## src/hw/rtl/spcc_pkg.sv

```systemverilog
// ============================================================================
// spcc_pkg: shared types and constants of the segment pair crossing classifier
// Holds the class codes, the place codes of a rational against [0,1], the
// routing kinds decided at the front of the pipeline and the flag bundle
// that travels with each pair.
// ============================================================================
`default_nettype none

package spcc_pkg;

    // Width of one coordinate field on the input stream.
    localparam int unsigned FIELD_BITS = 16;
    localparam int unsigned NUM_FIELDS = 8;
    localparam int unsigned IN_BITS    = FIELD_BITS * NUM_FIELDS;
    localparam int unsigned CLASS_BITS = 3;
    localparam int unsigned OUT_BITS   = 8;

    // Crossing classes.
    localparam logic [CLASS_BITS-1:0] CLS_NONE    = 3'd0;
    localparam logic [CLASS_BITS-1:0] CLS_SHARED  = 3'd1;
    localparam logic [CLASS_BITS-1:0] CLS_PROPER  = 3'd2;
    localparam logic [CLASS_BITS-1:0] CLS_A_START = 3'd3;
    localparam logic [CLASS_BITS-1:0] CLS_A_END   = 3'd4;
    localparam logic [CLASS_BITS-1:0] CLS_B_START = 3'd5;
    localparam logic [CLASS_BITS-1:0] CLS_B_END   = 3'd6;
    localparam logic [CLASS_BITS-1:0] CLS_OVERLAP = 3'd7;

    // Where a ratio n/d lies relative to the unit interval.
    typedef enum logic [1:0] {
        PLACE_ZERO = 2'd0,
        PLACE_ONE  = 2'd1,
        PLACE_MID  = 2'd2,
        PLACE_OUT  = 2'd3
    } place_t;

    // How the final class is picked at the back of the pipeline.
    typedef enum logic [1:0] {
        KIND_FIXED   = 2'd0,  // class already known from coordinate compares
        KIND_PT_A    = 2'd1,  // segment A is a point, B is slanted
        KIND_PT_B    = 2'd2,  // segment B is a point, A is slanted
        KIND_GENERAL = 2'd3   // both segments have length
    } kind_t;

    typedef struct packed {
        kind_t                 kind;
        logic [CLASS_BITS-1:0] fixed_class;
        logic [CLASS_BITS-1:0] col_class;
        logic [CLASS_BITS-1:0] pt_class;
    } flags_t;

endpackage

`default_nettype wire

```

## src/hw/rtl/spcc_decide.sv

```systemverilog
// ============================================================================
// spcc_decide: cross product, placement and class selection stages
// Stage 4 subtracts the partial products into the denominator and the two
// numerators. Stage 5 places both intersection parameters against [0,1].
// Stage 6 picks the class and is the output register.
// ============================================================================
`default_nettype none

module spcc_decide
    import spcc_pkg::*;
#(
    parameter int unsigned COORD_BITS = 16
)(
    input  wire logic                            clk,
    input  wire logic                            rst_n,
    input  wire logic                            in_valid,
    output logic                                 in_ready,
    input  wire logic signed [2*COORD_BITS+1:0]  p_rx_sy,
    input  wire logic signed [2*COORD_BITS+1:0]  p_ry_sx,
    input  wire logic signed [2*COORD_BITS+1:0]  p_qx_ry,
    input  wire logic signed [2*COORD_BITS+1:0]  p_qy_rx,
    input  wire logic signed [2*COORD_BITS+1:0]  p_qx_sy,
    input  wire logic signed [2*COORD_BITS+1:0]  p_qy_sx,
    input  wire flags_t                          in_flags,
    output logic                                 out_valid,
    input  wire logic                            out_ready,
    output logic [CLASS_BITS-1:0]                crossing_class
);

    localparam int unsigned PW = 2 * (COORD_BITS + 1);
    localparam int unsigned SW = PW + 1;

    logic                  v4_reg, v5_reg, v6_reg;
    logic                  rdy4, rdy5, rdy6;
    logic signed [SW-1:0]  d_next, sn_next, rn_next;
    logic signed [SW-1:0]  d_reg, sn_reg, rn_reg;
    flags_t                flags4_reg;
    flags_t                flags5_reg;
    place_t                pr_next, ps_next;
    place_t                pr_reg, ps_reg;
    logic                  d_zero_reg, sn_zero_reg, rn_zero_reg;
    logic [CLASS_BITS-1:0] cross_cls;
    logic [CLASS_BITS-1:0] class_next;
    logic [CLASS_BITS-1:0] class_reg;

    function automatic place_t place_of(input logic signed [SW-1:0] n,
                                        input logic signed [SW-1:0] d);
        logic signed [SW:0] nn;
        logic signed [SW:0] dd;
        place_t             r;
        nn = d[SW-1] ? -((SW+1)'(n)) : (SW+1)'(n);
        dd = d[SW-1] ? -((SW+1)'(d)) : (SW+1)'(d);
        priority if (nn == '0)
            r = PLACE_ZERO;
        else if (nn == dd)
            r = PLACE_ONE;
        else if (nn > 0 && nn < dd)
            r = PLACE_MID;
        else
            r = PLACE_OUT;
        return r;
    endfunction

    assign rdy6     = !v6_reg || out_ready;
    assign rdy5     = !v5_reg || rdy6;
    assign rdy4     = !v4_reg || rdy5;
    assign in_ready = rdy4;

    always_ff @(posedge clk or negedge rst_n)
    begin
        if (!rst_n)
        begin
            v4_reg <= 1'b0;
            v5_reg <= 1'b0;
            v6_reg <= 1'b0;
        end
        else
        begin
            if (rdy4)
                v4_reg <= in_valid;
            if (rdy5)
                v5_reg <= v4_reg;
            if (rdy6)
                v6_reg <= v5_reg;
        end
    end

    // Stage 4: the three cross products.
    assign d_next  = SW'(p_rx_sy) - SW'(p_ry_sx);
    assign sn_next = SW'(p_qx_ry) - SW'(p_qy_rx);
    assign rn_next = SW'(p_qx_sy) - SW'(p_qy_sx);

    always_ff @(posedge clk)
    begin
        if (rdy4 && in_valid)
        begin
            d_reg      <= d_next;
            sn_reg     <= sn_next;
            rn_reg     <= rn_next;
            flags4_reg <= in_flags;
        end
    end

    // Stage 5: exact placement of rn/d and sn/d.
    assign pr_next = place_of(rn_reg, d_reg);
    assign ps_next = place_of(sn_reg, d_reg);

    always_ff @(posedge clk)
    begin
        if (rdy5 && v4_reg)
        begin
            pr_reg      <= pr_next;
            ps_reg      <= ps_next;
            d_zero_reg  <= (d_reg == '0);
            sn_zero_reg <= (sn_reg == '0);
            rn_zero_reg <= (rn_reg == '0);
            flags5_reg  <= flags4_reg;
        end
    end

    // Stage 6: class of two segments with a nonzero denominator.
    always_comb
    begin
        priority if ((pr_reg == PLACE_ZERO || pr_reg == PLACE_ONE) &&
                     (ps_reg == PLACE_ZERO || ps_reg == PLACE_ONE))
            cross_cls = CLS_SHARED;
        else if (ps_reg == PLACE_ONE && pr_reg == PLACE_MID)
            cross_cls = CLS_B_END;
        else if (ps_reg == PLACE_ZERO && pr_reg == PLACE_MID)
            cross_cls = CLS_B_START;
        else if (pr_reg == PLACE_ONE && ps_reg == PLACE_MID)
            cross_cls = CLS_A_END;
        else if (pr_reg == PLACE_ZERO && ps_reg == PLACE_MID)
            cross_cls = CLS_A_START;
        else if (pr_reg == PLACE_MID && ps_reg == PLACE_MID)
            cross_cls = CLS_PROPER;
        else
            cross_cls = CLS_NONE;
    end

    // A point lies on a slanted segment only if its cross product vanishes:
    // that is rn for a point A and sn for a point B.
    always_comb
    begin
        unique case (flags5_reg.kind)
            KIND_FIXED:
                class_next = flags5_reg.fixed_class;
            KIND_PT_A:
                class_next = rn_zero_reg ? flags5_reg.pt_class : CLS_NONE;
            KIND_PT_B:
                class_next = sn_zero_reg ? flags5_reg.pt_class : CLS_NONE;
            default:
            begin
                priority if (!d_zero_reg)
                    class_next = cross_cls;
                else if (sn_zero_reg)
                    class_next = flags5_reg.col_class;
                else
                    class_next = CLS_NONE;
            end
        endcase
    end

    always_ff @(posedge clk)
    begin
        if (rdy6 && v5_reg)
            class_reg <= class_next;
    end

    assign out_valid      = v6_reg;
    assign crossing_class = class_reg;

    a_out_from_stage5: assert property (@(posedge clk) disable iff (!rst_n)
        $rose(v6_reg) |-> $past(v5_reg))
        else $error("output beat appeared without a placed item behind it");

    a_point_zero_denominator: assert property (@(posedge clk) disable iff (!rst_n)
        (v4_reg && (flags4_reg.kind == KIND_PT_A || flags4_reg.kind == KIND_PT_B))
        |-> (d_reg == '0))
        else $error("point segment produced a nonzero denominator");

    a_stall_needs_item: assert property (@(posedge clk) disable iff (!rst_n)
        !in_ready |-> (v4_reg && v5_reg && v6_reg))
        else $error("decide stages refused a beat with a free stage");

endmodule

`default_nettype wire

```

## config.mk

```make
export PLATFORM = sky130hd
export DESIGN_NAME = spcc_decide
export DESIGN_NICKNAME = d
export VERILOG_FILES = /design/src/hw/rtl/spcc_pkg.sv /design/src/hw/rtl/spcc_decide.sv
export SDC_FILE = /design/constraint.sdc
export NUM_CORES = 1
export LEC_CHECK = 0
export BUFFER_PORTS_ARGS = -buffer_cell sky130_fd_sc_hd__buf_2
export CORE_ASPECT_RATIO = 1.2
export CORE_MARGIN = 5
export CORE_UTILIZATION = 35
export CTS_CLUSTER_DIAMETER = 150
export CTS_CLUSTER_SIZE = 28
export DETAILED_ROUTE_END_ITERATION = 6
export PLACE_DENSITY = 0.57
export SYNTH_ARGS = -nofsm -noshare
export SYNTH_HDL_FRONTEND = slang
export SYNTH_SLANG_ARGS = --single-unit
```

## constraint.sdc

```tcl
create_clock -name clk -period 10.6 [get_ports clk]
set_input_delay 0.53 -clock clk [delete_from_list [all_inputs] [get_ports clk]]
set_output_delay 0.53 -clock clk [all_outputs]
set_load 0.02 [all_outputs]
```

==> flow_metrics.tcl <==
set metrics [dict create \
    die-area_mm2 0.0438 \
    start_kind "register" \
    switching_share 0.369 \
    worst_pin_slew_ps 884 \
    slew_headroom 0.410 \
    clk_path_buf_depth 2 \
    htree_levels 4 \
    path_clk_slew_ps 70 \
    power_frac_comb 0.383 \
    drv_slew 0 \
    clock_latency_ps 430 \
    p_leak_nw 7.05 \
    yosysMostFrequentCell "ha_1" \
    finalSetupTns_ps 0 \
    cap_violations 0 \
    powerDensity_mw_per_mm2 137 \
    period_minus_slack_ps 4680 \
    design.core.area_mm2 0.0395 \
    grt_busiest_layer "met2" \
    p_int_w 0.00140 \
    syn_area_per_cell_um2 8.92 \
    synth_warnings 0 \
    r2r_cells 15 \
    grt_use_met3 0.0211 \
    synth.ff_latch_count 140 \
    p_switching_w 0.000819 \
    place.gp.congestion 0.896 \
    synthTopCellsByCount "ha_1 (175), inv_1 (144), edfxtp_1 (137)" \
    ant_nets 0 \
    status "complete, no violations" \
    die_w_um 192 \
    pwr-share-clk 0.265 \
    ys_seq_area_frac 0.302 \
    cts_sinks 140 \
    viasPerCell 5.16 \
    grt_pass1_wl_mm 57.9 \
    synthTopCellsByArea "edfxtp_1 (30%), ha_1 (16%), xnor2_1 (7.7%)" \
    yosysTopAreaCellShare 0.296 \
    cts.hold.buffers_added 1 \
    synth_area_mm2 0.0139 \
    path_max_fanout 5 \
    finalCoreUtilization 0.410 \
    post_drt_wl_per_cell_um 15.4 \
    worst-endpoint-arrival_ps 4850 \
    gr-usage-met1 0.194 \
    num_vias 12000 \
    dpl_worst_slack_ps 5940 \
    cts_buffers 17 \
    cts_resized 0 \
    hold_depth 1 \
    rsz0062_at_grt "no" \
    async_flop_share 0.0214 \
    grt_util_met2 0.301 \
    required_ps 10770 \
    drtPass1Iterations 5 \
    finalCritPeriodShare 0.441 \
    drive_above_1_share 0.160 \
    pin_count 224 \
    timing.fmax_mhz 214 \
    setup_slack_ps 5920 \
    grt-ovfl-total 0 \
    path_class "reg -> reg" \
    postCtsSetupBuffers 0 \
    grt_usage 0.161 \
    area_growth_pct 16.6 \
    route.detailed.drc 0 \
    fin_nets 2177 \
    finalClockSkew_ps 15.7 \
    setup_viol 0 \
    fill_cells 4004 \
    ys.flop_type "edfxtp_1" \
    routed_wirelength_mm 35.8 \
    rows 80 \
    drt_iter0_drc 520 \
    dp_hpwl_mm 29.7 \
    antenna_found_initial 1 \
    yosysTopAreaCell "edfxtp_1" \
    grt_max_degree 73 \
    port_buffers 223 \
    end_kind "register" \
    cts_root_buf "clkbuf_16" \
    synth_edf_count 137 \
    syn_inst 1556 \
    seqPwrFrac 0.352 \
    grt_pass1_vias 12000 \
    die_height_um 228 \
    cts_tree "yes" \
    vdd_drop_max_mv 0.0870 \
    yosysUniqueCellTypes 72 \
    hold_path_class "in -> reg" \
    start_util 0.351 \
    finalHoldViolCount 0 \
]
## metrics by stage
stage | total power [W] | cell area [um2] | hold slack (ps) | instances
2_1_floorplan | 0.00139 | 13900 | 234 | 1557
3_3_place_gp | 0.00163 | 15600 | 327 | 2293
3_5_place_dp | 0.00164 | 15600 | 330 | 2293
4_1_cts | 0.00224 | 16200 | 259 | 2326
5_1_grt | 0.00238 | 16200 | 258 | 2327
6_report | 0.00222 | 16200 | 279 | 2327
## layout by cell type (no fill, tap or decap), types with 7 or more instances in the layout
cell	instances
and3_1	11
o31ai_1	37
o21bai_1	12
o21ai_0	106
ha_1	175
nand2_1	100
and2_1	7
a21o_1	58
or2_2	11
nor2b_1	28
or4_1	14
nor4_1	14
inv_1	144
or3_1	11
nor2_1	95
a32oi_1	9
edfxtp_1	137
a211oi_1	13
a31oi_1	14
xor2_1	62
a21oi_1	101
nor3_1	38
o41ai_1	11
buf_2	223
nand3_1	30
nand2b_1	34
o21a_1	16
clkbuf_16	17
nand4_1	27
xnor2_1	122
## layer usage
layer,wire length (um),share of wire
met5,0,0
met4,471,0.013
met3,1310,0.037
met2,18500,0.52
met1,15500,0.43
## worst paths after layout
| kind | from | end | slack (ps) |
|---|---|---|---|
| min in group asynchronous | rst_n | out_valid | 420 |
| hold reg to reg | flags4_reg[7] | flags5_reg[7] | 410 |
| setup / recovery | d_reg[6] | ps_reg[0] | 5920 |
| setup reg to reg | d_reg[6] | ps_reg[0] | 5920 |
| max in group asynchronous | rst_n | v5_reg | 10070 |
| hold / removal | in_flags[0] | flags4_reg[0] | 280 |
## power groups by stage
stage	clock (W)	combinational [W]	sequential, W
floorplan	0	0.000619	0.000772
global placement	0	0.000838	0.000792
detailed placement	0	0.000849	0.000793
CTS	0.000603	0.000858	0.000782
global route	0.000627	0.000964	0.000793
finish	0.000589	0.000850	0.000782
## worst max-delay path, cell delays in order, from the launching register on
cell,delay (ps)
edfxtp_1,450
or4_1,590
or2_2,320
nor4_1,460
nand4_1,270
o41ai_1,370
xor2_1,270
ha_1,300
nand4_1,140
nor3_1,80
and2_1,170
o21ai_0,80
a31oi_1,70
a2111oi_0,520
mux2i_1,240
a31oi_1,100
## area by class of cell
type	instances	area, um2	share of cell area
multi-input cells	1250	9070	0.560
flip-flops and latches	140	4190	0.259
repair buffers	227	1150	0.0709
well taps	533	667	0.0412
inverters	144	541	0.0334
clock buffers	18	439	0.0271
clock inverters	14	144	0.00888
diodes	1	2.50	0.000154
## kinds of logic after synthesis
family                   after synthesis  synth area share
AO/OA/AOI/OAI                        429             0.200
XOR/XNOR                             184             0.116
adder cells (fa/ha/maj)              178             0.162
buffers and inverters                167            0.0459
flip-flops                           140             0.302
multiplexers                           7           0.00523
other                                  1          0.000270
AND/OR/NAND/NOR                      450             0.169
Power figures use the tool's default switching activity.
