**src/hw/rtl/spcc_pkg.sv**
```systemverilog
// ============================================================================
// spcc_pkg: shared types and constants of the segment pair crossing classifier
// Holds the class codes, the place codes of a rational against [0,1], the
// routing kinds decided at the front of the pipeline and the flag bundle
// that travels with each pair.
// ============================================================================
`default_nettype none

package spcc_pkg;

    // Width of one coordinate field on the input stream.
    localparam int unsigned FIELD_BITS = 16;
    localparam int unsigned NUM_FIELDS = 8;
    localparam int unsigned IN_BITS    = FIELD_BITS * NUM_FIELDS;
    localparam int unsigned CLASS_BITS = 3;
    localparam int unsigned OUT_BITS   = 8;

    // Crossing classes.
    localparam logic [CLASS_BITS-1:0] CLS_NONE    = 3'd0;
    localparam logic [CLASS_BITS-1:0] CLS_SHARED  = 3'd1;
    localparam logic [CLASS_BITS-1:0] CLS_PROPER  = 3'd2;
    localparam logic [CLASS_BITS-1:0] CLS_A_START = 3'd3;
    localparam logic [CLASS_BITS-1:0] CLS_A_END   = 3'd4;
    localparam logic [CLASS_BITS-1:0] CLS_B_START = 3'd5;
    localparam logic [CLASS_BITS-1:0] CLS_B_END   = 3'd6;
    localparam logic [CLASS_BITS-1:0] CLS_OVERLAP = 3'd7;

    // Where a ratio n/d lies relative to the unit interval.
    typedef enum logic [1:0] {
        PLACE_ZERO = 2'd0,
        PLACE_ONE  = 2'd1,
        PLACE_MID  = 2'd2,
        PLACE_OUT  = 2'd3
    } place_t;

    // How the final class is picked at the back of the pipeline.
    typedef enum logic [1:0] {
        KIND_FIXED   = 2'd0,  // class already known from coordinate compares
        KIND_PT_A    = 2'd1,  // segment A is a point, B is slanted
        KIND_PT_B    = 2'd2,  // segment B is a point, A is slanted
        KIND_GENERAL = 2'd3   // both segments have length
    } kind_t;

    typedef struct packed {
        kind_t                 kind;
        logic [CLASS_BITS-1:0] fixed_class;
        logic [CLASS_BITS-1:0] col_class;
        logic [CLASS_BITS-1:0] pt_class;
    } flags_t;

endpackage

`default_nettype wire

```
**src/hw/rtl/spcc_prep.sv**
```systemverilog
// ============================================================================
// spcc_prep: coordinate capture and difference stage
// Stage 1 registers the coordinates. Stage 2 forms the edge
// and offset vectors and settles every case that needs only coordinate
// compares: point segments against axis-aligned segments and the collinear
// span class.
// ============================================================================
`default_nettype none

module spcc_prep
    import spcc_pkg::*;
#(
    parameter int unsigned COORD_BITS = 16
)(
    input  wire logic                           clk,
    input  wire logic                           rst_n,
    input  wire logic                           in_valid,
    output logic                                in_ready,
    input  wire logic [IN_BITS-1:0]             in_data,
    output logic                                out_valid,
    input  wire logic                           out_ready,
    output logic signed [COORD_BITS:0]          rx,
    output logic signed [COORD_BITS:0]          ry,
    output logic signed [COORD_BITS:0]          sx,
    output logic signed [COORD_BITS:0]          sy,
    output logic signed [COORD_BITS:0]          qx,
    output logic signed [COORD_BITS:0]          qy,
    output flags_t                              flags
);

    localparam int unsigned CW = COORD_BITS;
    localparam int unsigned DW = COORD_BITS + 1;

    logic signed [CW-1:0] coord_next [NUM_FIELDS];
    logic signed [CW-1:0] coord_reg  [NUM_FIELDS];
    logic                 v1_reg;
    logic                 v2_reg;
    logic                 rdy1;
    logic                 rdy2;

    logic signed [CW-1:0] x11, y11, x12, y12, x21, y21, x22, y22;
    logic signed [DW-1:0] rx_next, ry_next, sx_next, sy_next, qx_next, qy_next;
    logic signed [DW-1:0] rx_reg, ry_reg, sx_reg, sy_reg, qx_reg, qy_reg;
    flags_t               flags_next;
    flags_t               flags_reg;
    logic                 a_pt;
    logic                 b_pt;
    logic                 shared_end;
    logic [CLASS_BITS-1:0] col_cls;

    // Each field is read from its low bits; wider coordinates zero-extend.
    genvar gi;
    generate
        for (gi = 0; gi < NUM_FIELDS; gi++)
        begin : g_field
            if (COORD_BITS <= FIELD_BITS)
            begin : g_narrow
                assign coord_next[gi] = in_data[gi*FIELD_BITS +: CW];
            end
            else
            begin : g_wide
                assign coord_next[gi] = {{(CW-FIELD_BITS){1'b0}},
                                         in_data[gi*FIELD_BITS +: FIELD_BITS]};
            end
        end
    endgenerate

    function automatic logic signed [CW-1:0] mn(input logic signed [CW-1:0] a,
                                                 input logic signed [CW-1:0] b);
        return (a < b) ? a : b;
    endfunction

    function automatic logic signed [CW-1:0] mx(input logic signed [CW-1:0] a,
                                                 input logic signed [CW-1:0] b);
        return (a > b) ? a : b;
    endfunction

    function automatic logic [CLASS_BITS-1:0] span_class(
        input logic signed [CW-1:0] a1, input logic signed [CW-1:0] a2,
        input logic signed [CW-1:0] b1, input logic signed [CW-1:0] b2);
        logic signed [CW-1:0] amax;
        logic signed [CW-1:0] amin;
        logic signed [CW-1:0] bmax;
        logic signed [CW-1:0] bmin;
        logic [CLASS_BITS-1:0] r;
        amax = mx(a1, a2);
        amin = mn(a1, a2);
        bmax = mx(b1, b2);
        bmin = mn(b1, b2);
        priority if (amax >= bmin && amin <= bmax)
        begin
            r = (amax == bmin || amin == bmax) ? CLS_SHARED : CLS_OVERLAP;
        end
        else
        begin
            r = CLS_NONE;
        end
        return r;
    endfunction

    // Point on an axis-aligned segment: on_line tells that the point sits on
    // the segment's line, pa is the point's coordinate along it.
    function automatic logic [CLASS_BITS-1:0] axis_point(
        input logic on_line, input logic signed [CW-1:0] pa,
        input logic signed [CW-1:0] e1, input logic signed [CW-1:0] e2);
        logic [CLASS_BITS-1:0] r;
        priority if (on_line && (e1 == pa || e2 == pa))
            r = CLS_SHARED;
        else if (on_line && mn(e1, e2) <= pa && mx(e1, e2) >= pa)
            r = CLS_PROPER;
        else
            r = CLS_NONE;
        return r;
    endfunction

    assign rdy2     = !v2_reg || out_ready;
    assign rdy1     = !v1_reg || rdy2;
    assign in_ready = rdy1;

    always_ff @(posedge clk or negedge rst_n)
    begin
        if (!rst_n)
        begin
            v1_reg <= 1'b0;
            v2_reg <= 1'b0;
        end
        else
        begin
            if (rdy1)
                v1_reg <= in_valid;
            if (rdy2)
                v2_reg <= v1_reg;
        end
    end

    always_ff @(posedge clk)
    begin
        if (rdy1 && in_valid)
            coord_reg <= coord_next;
    end

    assign x11 = coord_reg[0];
    assign y11 = coord_reg[1];
    assign x12 = coord_reg[2];
    assign y12 = coord_reg[3];
    assign x21 = coord_reg[4];
    assign y21 = coord_reg[5];
    assign x22 = coord_reg[6];
    assign y22 = coord_reg[7];

    assign rx_next = DW'(x12) - DW'(x11);
    assign ry_next = DW'(y12) - DW'(y11);
    assign sx_next = DW'(x22) - DW'(x21);
    assign sy_next = DW'(y22) - DW'(y21);
    assign qx_next = DW'(x21) - DW'(x11);
    assign qy_next = DW'(y21) - DW'(y11);

    assign a_pt = (x11 == x12) && (y11 == y12);
    assign b_pt = (x21 == x22) && (y21 == y22);
    assign shared_end = (x11 == x21 && y11 == y21) || (x11 == x22 && y11 == y22) ||
                        (x12 == x21 && y12 == y21) || (x12 == x22 && y12 == y22);

    // Collinear class, used only when both cross products vanish.
    always_comb
    begin
        priority if (y11 == y21)
            col_cls = span_class(x11, x12, x21, x22);
        else if (x11 == x12)
            col_cls = span_class(y11, y12, y21, y22);
        else if (shared_end && (mx(x11, x12) <= mn(x21, x22) ||
                                mn(x11, x12) >= mx(x21, x22)))
            col_cls = CLS_SHARED;
        else if (mn(x11, x12) < mx(x21, x22) && mx(x11, x12) > mn(x21, x22))
            col_cls = CLS_OVERLAP;
        else
            col_cls = CLS_NONE;
    end

    always_comb
    begin
        flags_next.kind        = KIND_GENERAL;
        flags_next.fixed_class = CLS_NONE;
        flags_next.col_class   = col_cls;
        flags_next.pt_class    = CLS_NONE;
        priority if (a_pt && b_pt)
        begin
            flags_next.kind = KIND_FIXED;
        end
        else if (a_pt)
        begin
            priority if (x21 == x22)
            begin
                flags_next.kind        = KIND_FIXED;
                flags_next.fixed_class = axis_point(x11 == x21, y11, y21, y22);
            end
            else if (y21 == y22)
            begin
                flags_next.kind        = KIND_FIXED;
                flags_next.fixed_class = axis_point(y11 == y21, x11, x21, x22);
            end
            else
            begin
                flags_next.kind = KIND_PT_A;
            end
        end
        else if (b_pt)
        begin
            priority if (x11 == x12)
            begin
                flags_next.kind        = KIND_FIXED;
                flags_next.fixed_class = axis_point(x21 == x11, y21, y11, y12);
            end
            else if (y11 == y12)
            begin
                flags_next.kind        = KIND_FIXED;
                flags_next.fixed_class = axis_point(y21 == y11, x21, x11, x12);
            end
            else
            begin
                flags_next.kind = KIND_PT_B;
            end
        end
        else
        begin
            flags_next.kind = KIND_GENERAL;
        end
    end

    always_ff @(posedge clk)
    begin
        if (rdy2 && v1_reg)
        begin
            rx_reg    <= rx_next;
            ry_reg    <= ry_next;
            sx_reg    <= sx_next;
            sy_reg    <= sy_next;
            qx_reg    <= qx_next;
            qy_reg    <= qy_next;
            flags_reg <= flags_next;
        end
    end

    assign out_valid = v2_reg;
    assign rx        = rx_reg;
    assign ry        = ry_reg;
    assign sx        = sx_reg;
    assign sy        = sy_reg;
    assign qx        = qx_reg;
    assign qy        = qy_reg;
    assign flags     = flags_reg;

endmodule

`default_nettype wire

```
**config.mk**
```make
export PLATFORM = sky130hd
export DESIGN_NAME = spcc_prep
export DESIGN_NICKNAME = d
export VERILOG_FILES = /design/src/hw/rtl/spcc_pkg.sv /design/src/hw/rtl/spcc_prep.sv
export SDC_FILE = /design/constraint.sdc
export NUM_CORES = 1
export LEC_CHECK = 0
export BUFFER_PORTS_ARGS = -buffer_cell sky130_fd_sc_hd__buf_2
export CORE_ASPECT_RATIO = 2
export CORE_UTILIZATION = 60
export CTS_CLUSTER_SIZE = 28
export DETAILED_ROUTE_END_ITERATION = 8
export PLACE_DENSITY = 0.91
export SLEW_MARGIN = 20
export SYNTH_ARGS = -nofsm -noshare
export SYNTH_HDL_FRONTEND = slang
export SYNTH_SLANG_ARGS = --single-unit
```
**constraint.sdc**
```tcl
create_clock -name clk -period 6.6 [get_ports clk]
set_input_delay 1.32 -clock clk [delete_from_list [all_inputs] [get_ports clk]]
set_output_delay 1.32 -clock clk [all_outputs]
set_load 0.03 [all_outputs]
```
==> summary.txt, run 1 <==
Floorplanning
  – Placement row count: 94
  – I/O pins: 247
  – Die Width: about 130 um
  – Die Height: 260 um
  – Initial core utilization: between 60% and 70%

Synthesis
  – Post-synthesis sequential area ratio: between 30 and 40%
  – Cell count after synthesis: 1,926
  – Synth warn: 0
  – Cell Area, Synth: around 0.020 mm^2
  – Post-synth ARST share: 0.840%
  – Top cells by area, synth: edfxtp_1, ha_1, xnor2_1
  – Netlist cell types: 80
  – Most used flip-flop cell after synthesis: edfxtp_1
  – #FFs+latches synth: roughly 240
  – Synth top area share: between 30% and 40%
  – Number of synthesized flops with an enable pin: around 240
  – Avg Inst Size Synth: between 10 and 15 um^2
  – Yosys top cell by area: edfxtp_1

CTS
  – Root Buffer: clkbuf_16
  – CTS buffer count: 22
  – Longest Clk Path Bufs: 3
  – Post-CTS sizing: 0
  – H-tree Lvls: 1
  – Cts hold-fix bufs: 0
  – Setup bufs post-CTS: 0
  – Sink Count: 238

Global route
  – Overflow after GRT: 6
  – First-pass GRT wire length: 131 mm
  – Vias in the first global route: ~20,000
  – Largest net degree at the start of global routing: 57
  – GRT Total Usage: about 55%

Run status
  – Stop err: [ERROR GRT-0116] Global routing finished with congestion. Check the congestion regions in the DRC Viewer.
  – Failed at: 5_1_grt
  – Outcome: did not finish

Place
  – Hpwl dp: 64.5 mm
  – Routability cong.: about 1.1
  – # port buffers: about 240
[synthesized netlist by cell type (all sizes together), types with 46 or more instances]
library cell,instances
inv,114
ha,292
xnor2,90
xor2,80
nor2,112
a21oi,134
a21o,61
edfxtp,236
o21ai,96
nand2,78
nand4,71
mux2i,46
mux2,73
[routing by layer]
layer | track usage (%) | overflow
met3 | 21.8 | 0
met5 | 1.21 | 0
met1 | 51.5 | 0
met4 | 62.4 | 4
met2 | 84.2 | 2
[kinds of logic after synthesis]
| kind of cell | Yosys count | synth area share [%] |
|---|---|---|
| muxes | 119 | 6.59 |
| buffers and inverters | 186 | 3.97 |
| DFF | 238 | 35.8 |
| AOI/OAI and AO/OA | 452 | 15.2 |
| xor gates and xnor gates | 170 | 7.48 |
| and+or+nand+nor | 462 | 12.0 |
| adders and majority gates | 298 | 19.0 |
| other | 1 | 0.0188 |
[stage by stage]
step	instance area (um^2)	worst slack [ns]	std cells	hold WS [ns]	util (%)
4_1_cts	22500	0.511	2619	0.522	68.4
2_1_floorplan	19900	1.46	1929	0.449	-
3_5_place_dp	21700	0.544	2579	0.512	66.1
3_3_place_gp	21700	0.702	2579	0.473	66.1
==> inputs of run 2 (changes only) <==
--- a/config.mk
+++ b/config.mk
@@ -6,11 +6,9 @@
 export NUM_CORES = 1
 export LEC_CHECK = 0
 export BUFFER_PORTS_ARGS = -buffer_cell sky130_fd_sc_hd__buf_2
-export CORE_ASPECT_RATIO = 2
-export CORE_UTILIZATION = 60
-export CTS_CLUSTER_SIZE = 28
+export CORE_UTILIZATION = 40
 export DETAILED_ROUTE_END_ITERATION = 8
-export PLACE_DENSITY = 0.91
+export PLACE_DENSITY_LB_ADDON = 0.15
 export SLEW_MARGIN = 20
 export SYNTH_ARGS = -nofsm -noshare
 export SYNTH_HDL_FRONTEND = slang
==> run 2 against run 1 <==
The run now ends clean. Synthesized cell count unchanged. Area after synthesis unchanged.
==> summary.txt, run 2 <==
Run status
  – Outcome: finished clean

Setup path
  – RR Startpoint: x21[1]
  – Required time of the worst setup path: roughly 7.0 ns
  – FF-to-FF path depth: 19
  – Worst setup SP type: flip-flop
  – Critical path class: flip-flop to flip-flop
  – Data arrival, critical path: 6.33 ns
  – Worst Setup End Kind: flip-flop
  – Worst flop-to-flop path endpoint: flags[7]
  – Peak fanout along the critical path: 30
  – FF-to-FF setup slack: 0.67 ns

STA
  – Final period util: between 80% and 90%
  – Max Slew Vio Count: 0
  – Setup TNS: 0 ns
  – Slew margin rel.: roughly a third
  – Crit path time final: 5.93 ns
  – Setup WS post-layout: roughly 0.67 ns
  – Final hold vios: 0
  – # setup viols final: 0
  – Fmax: roughly 170 MHz
  – Worst Skew: approximately 0.013 ns
  – Worst Max-Slew Pin Slew: 0.981 ns
  – RSZ-0062 raised after global routing: no

Route
  – DRT Wirelength: ~67 mm
  – Initial DRT Pass Iterations: 6
  – WL per Instance: around 24 um
  – Post-route ant nets: 0
  – Via count: about 16,000
  – DRT iter0 DRCs: 1,345
  – Drt via density: about 5.8
  – DRC: 0

Place
  – Routability cong.: ~0.94
  – Hpwl dp: 54.7 mm
  – # port buffers: ~240
  – Placement Setup Slack: about 0.81 ns

CTS
  – CTS buffer count: 28
  – Cts hold-fix bufs: 0
  – CTS clock-pin slew for the worst setup and hold paths: about 0.070 ns
  – Root Buffer: clkbuf_16
  – H-tree Lvls: 1
  – Post-CTS sizing: 0
  – Setup bufs post-CTS: 0
  – Worst-Skew Late Latency: between 0.5 and 0.6 ns
  – Longest Clk Path Bufs: 3
  – Sink Count: between 200 and 250
  – TritonCTS clock tree: yes

Finish
  – Fillers: around 4,700
  – Number of diodes: 0
  – Most frequent cells in the layout: ha_1, buf_2, edfxtp_1
  – P&R area growth vs syn: 14.9%
  – Commonest non-fill, non-tap cell in the layout: ha_1
  – Layout Nets: 2,591
  – Share of post-route cells with drive strength above 1: about 20%

Global route
  – Overflow after GRT: 0
  – Vias in the first global route: 16,000
  – Initial antenna violation count: 1
  – First-pass GRT wire length: between 90 and 100 mm
  – GRT Total Usage: between 20% and 30%
  – Largest net degree at the start of global routing: 73

Worst hold path
  – Hold Crit Endpoint: out_valid
  – Hold depth: 1
  – HP Start: v1_reg
  – Worst Hold Class: flip-flop to flip-flop

Synthesis
  – Most used flip-flop cell after synthesis: edfxtp_1
  – Number of synthesized flops with an enable pin: around 240
  – Top cells by area, synth: edfxtp_1, ha_1, xnor2_1
  – Cell Area, Synth: around 0.02 mm^2
  – Synth warn: 0
  – Netlist cell types: 80
  – Cell count after synthesis: between 1,500 and 2,000
  – Synth top area share: approximately 36%
  – Post-synthesis sequential area ratio: 35.8%
  – Avg Inst Size Synth: between 10 and 15 um^2
  – Top post-synthesis cells by count: ha_1, edfxtp_1, a21oi_1, inv_1, nor2_1
  – Post-synth ARST share: 0.840%
  – Yosys top cell by area: edfxtp_1
  – #FFs+latches synth: around 240
  – Count leader, synth: ha_1

Floorplanning
  – Core area: about 0.05 mm^2
  – Placement row count: 81
  – I/O pins: 247
  – Die Width: roughly 230 um
  – Die Height: between 200 and 250 um
  – Initial core utilization: roughly two fifths
  – Die area: roughly 0.05 mm^2

Pwr
  – Logic gate share of total power: a little under two fifths
  – Reg power frac: roughly a third
  – Net Sw Frac: between 30% and 40%
  – Leakage: roughly 9.8 nW
  – Max VDD drop: 228 uV
  – Power per Cell Area: roughly 260 mW/mm^2
  – Net switching power: 0.00210 W
  – Internal power: 0.00376 W
  – Clk network pwr share: between 20 and 30%

Run
  – Max-Cap Viols: 0
-- run 2: through the flow --
stage | util [%] | instances | power [W] | hold slack, ns | area [um^2]
4_1_cts | 46.6 | 2846 | 0.00588 | 0.490 | 22900
5_1_grt | 46.6 | 2846 | 0.00617 | 0.501 | 22900
3_5_place_dp | 44.6 | 2795 | 0.00418 | 0.487 | 21900
3_3_place_gp | 44.6 | 2795 | 0.00415 | 0.473 | 21900
6_report | 46.6 | 2846 | 0.00586 | 0.501 | 22900
2_1_floorplan | - | 1929 | 0.00356 | 0.449 | 19900
-- run 2: kinds of logic (layout without fill, tap and decap cells) --
group	after synthesis	after routing	share of synthesized area, %
xor gates and xnor gates	170	170	7.48
AOI/OAI and AO/OA	452	452	15.2
muxes	119	119	6.59
buffers and inverters	186	439	3.97
other	1	4	0.0188
DFF	238	238	35.8
adders and majority gates	298	298	19.0
and+or+nand+nor	462	462	12.0
-- run 2: routing by layer --
layer,global-route usage [%],vias to the layer above,routed length (um)
met3,4.63,102,5190
met5,0,-,0
met2,36.8,641,27200
li1,-,7758,-
met4,8.23,0,2000
met1,39.0,7947,32600
-- run 2: critical path: stages (launching register included) --
cell and delay, ns:
edfxtp_1 0.60, inv_1 0.12, ha_1 0.34, nor2b_1 0.14
o21a_1 0.19, o21ai_1 0.17, a21oi_1 0.11, a41oi_1 0.25
a211o_1 0.39, a211o_1 0.80, o221a_2 0.34, ha_1 0.23
nor2b_1 0.13, o211ai_1 0.25, a21oi_1 0.11, nor4b_1 0.27
a31oi_1 0.13, a2111oi_0 0.74, o21ai_0 0.17, a221oi_1 0.27
-- run 2: how the worst max path moves through the flow --
stage                          from       end  slack, ns  cells past startpoint
after floorplan           out_ready    x11[0]       1.46                      2
after global placement       x22[5]  flags[7]       0.96                     18
after detailed placement     x22[5]  flags[7]       0.81                     18
after CTS                    x21[1]  flags[7]       0.79                     19
after global routing         x21[1]  flags[7]       0.32                     19
final                        x21[1]  flags[7]       0.67                     19
-- run 2: area by class of cell --
cell class                      instances  area (um^2)  share of cell area, %
Timing Repair Buffer                  273         1460                   6.37
Multi-Input combinational cell       1505        12000                   52.6
Clock buffer                           32          737                   3.22
Tap cell                              664          831                   3.63
Sequential cell                       238         7140                   31.2
Clock inverter                         19          254                   1.11
Inverter                              115          432                   1.89
-- run 2: power groups by stage --
stage / clock network [W] / logic, W / registers, W
6_report: 0.00169 / 0.00215 / 0.00203
5_1_grt: 0.00177 / 0.00236 / 0.00204
4_1_cts: 0.00172 / 0.00214 / 0.00202
3_5_place_dp: 0 / 0.00213 / 0.00205
3_3_place_gp: 0 / 0.00210 / 0.00205
2_1_floorplan: 0 / 0.00138 / 0.00218
(Power assumes the default switching activity.)
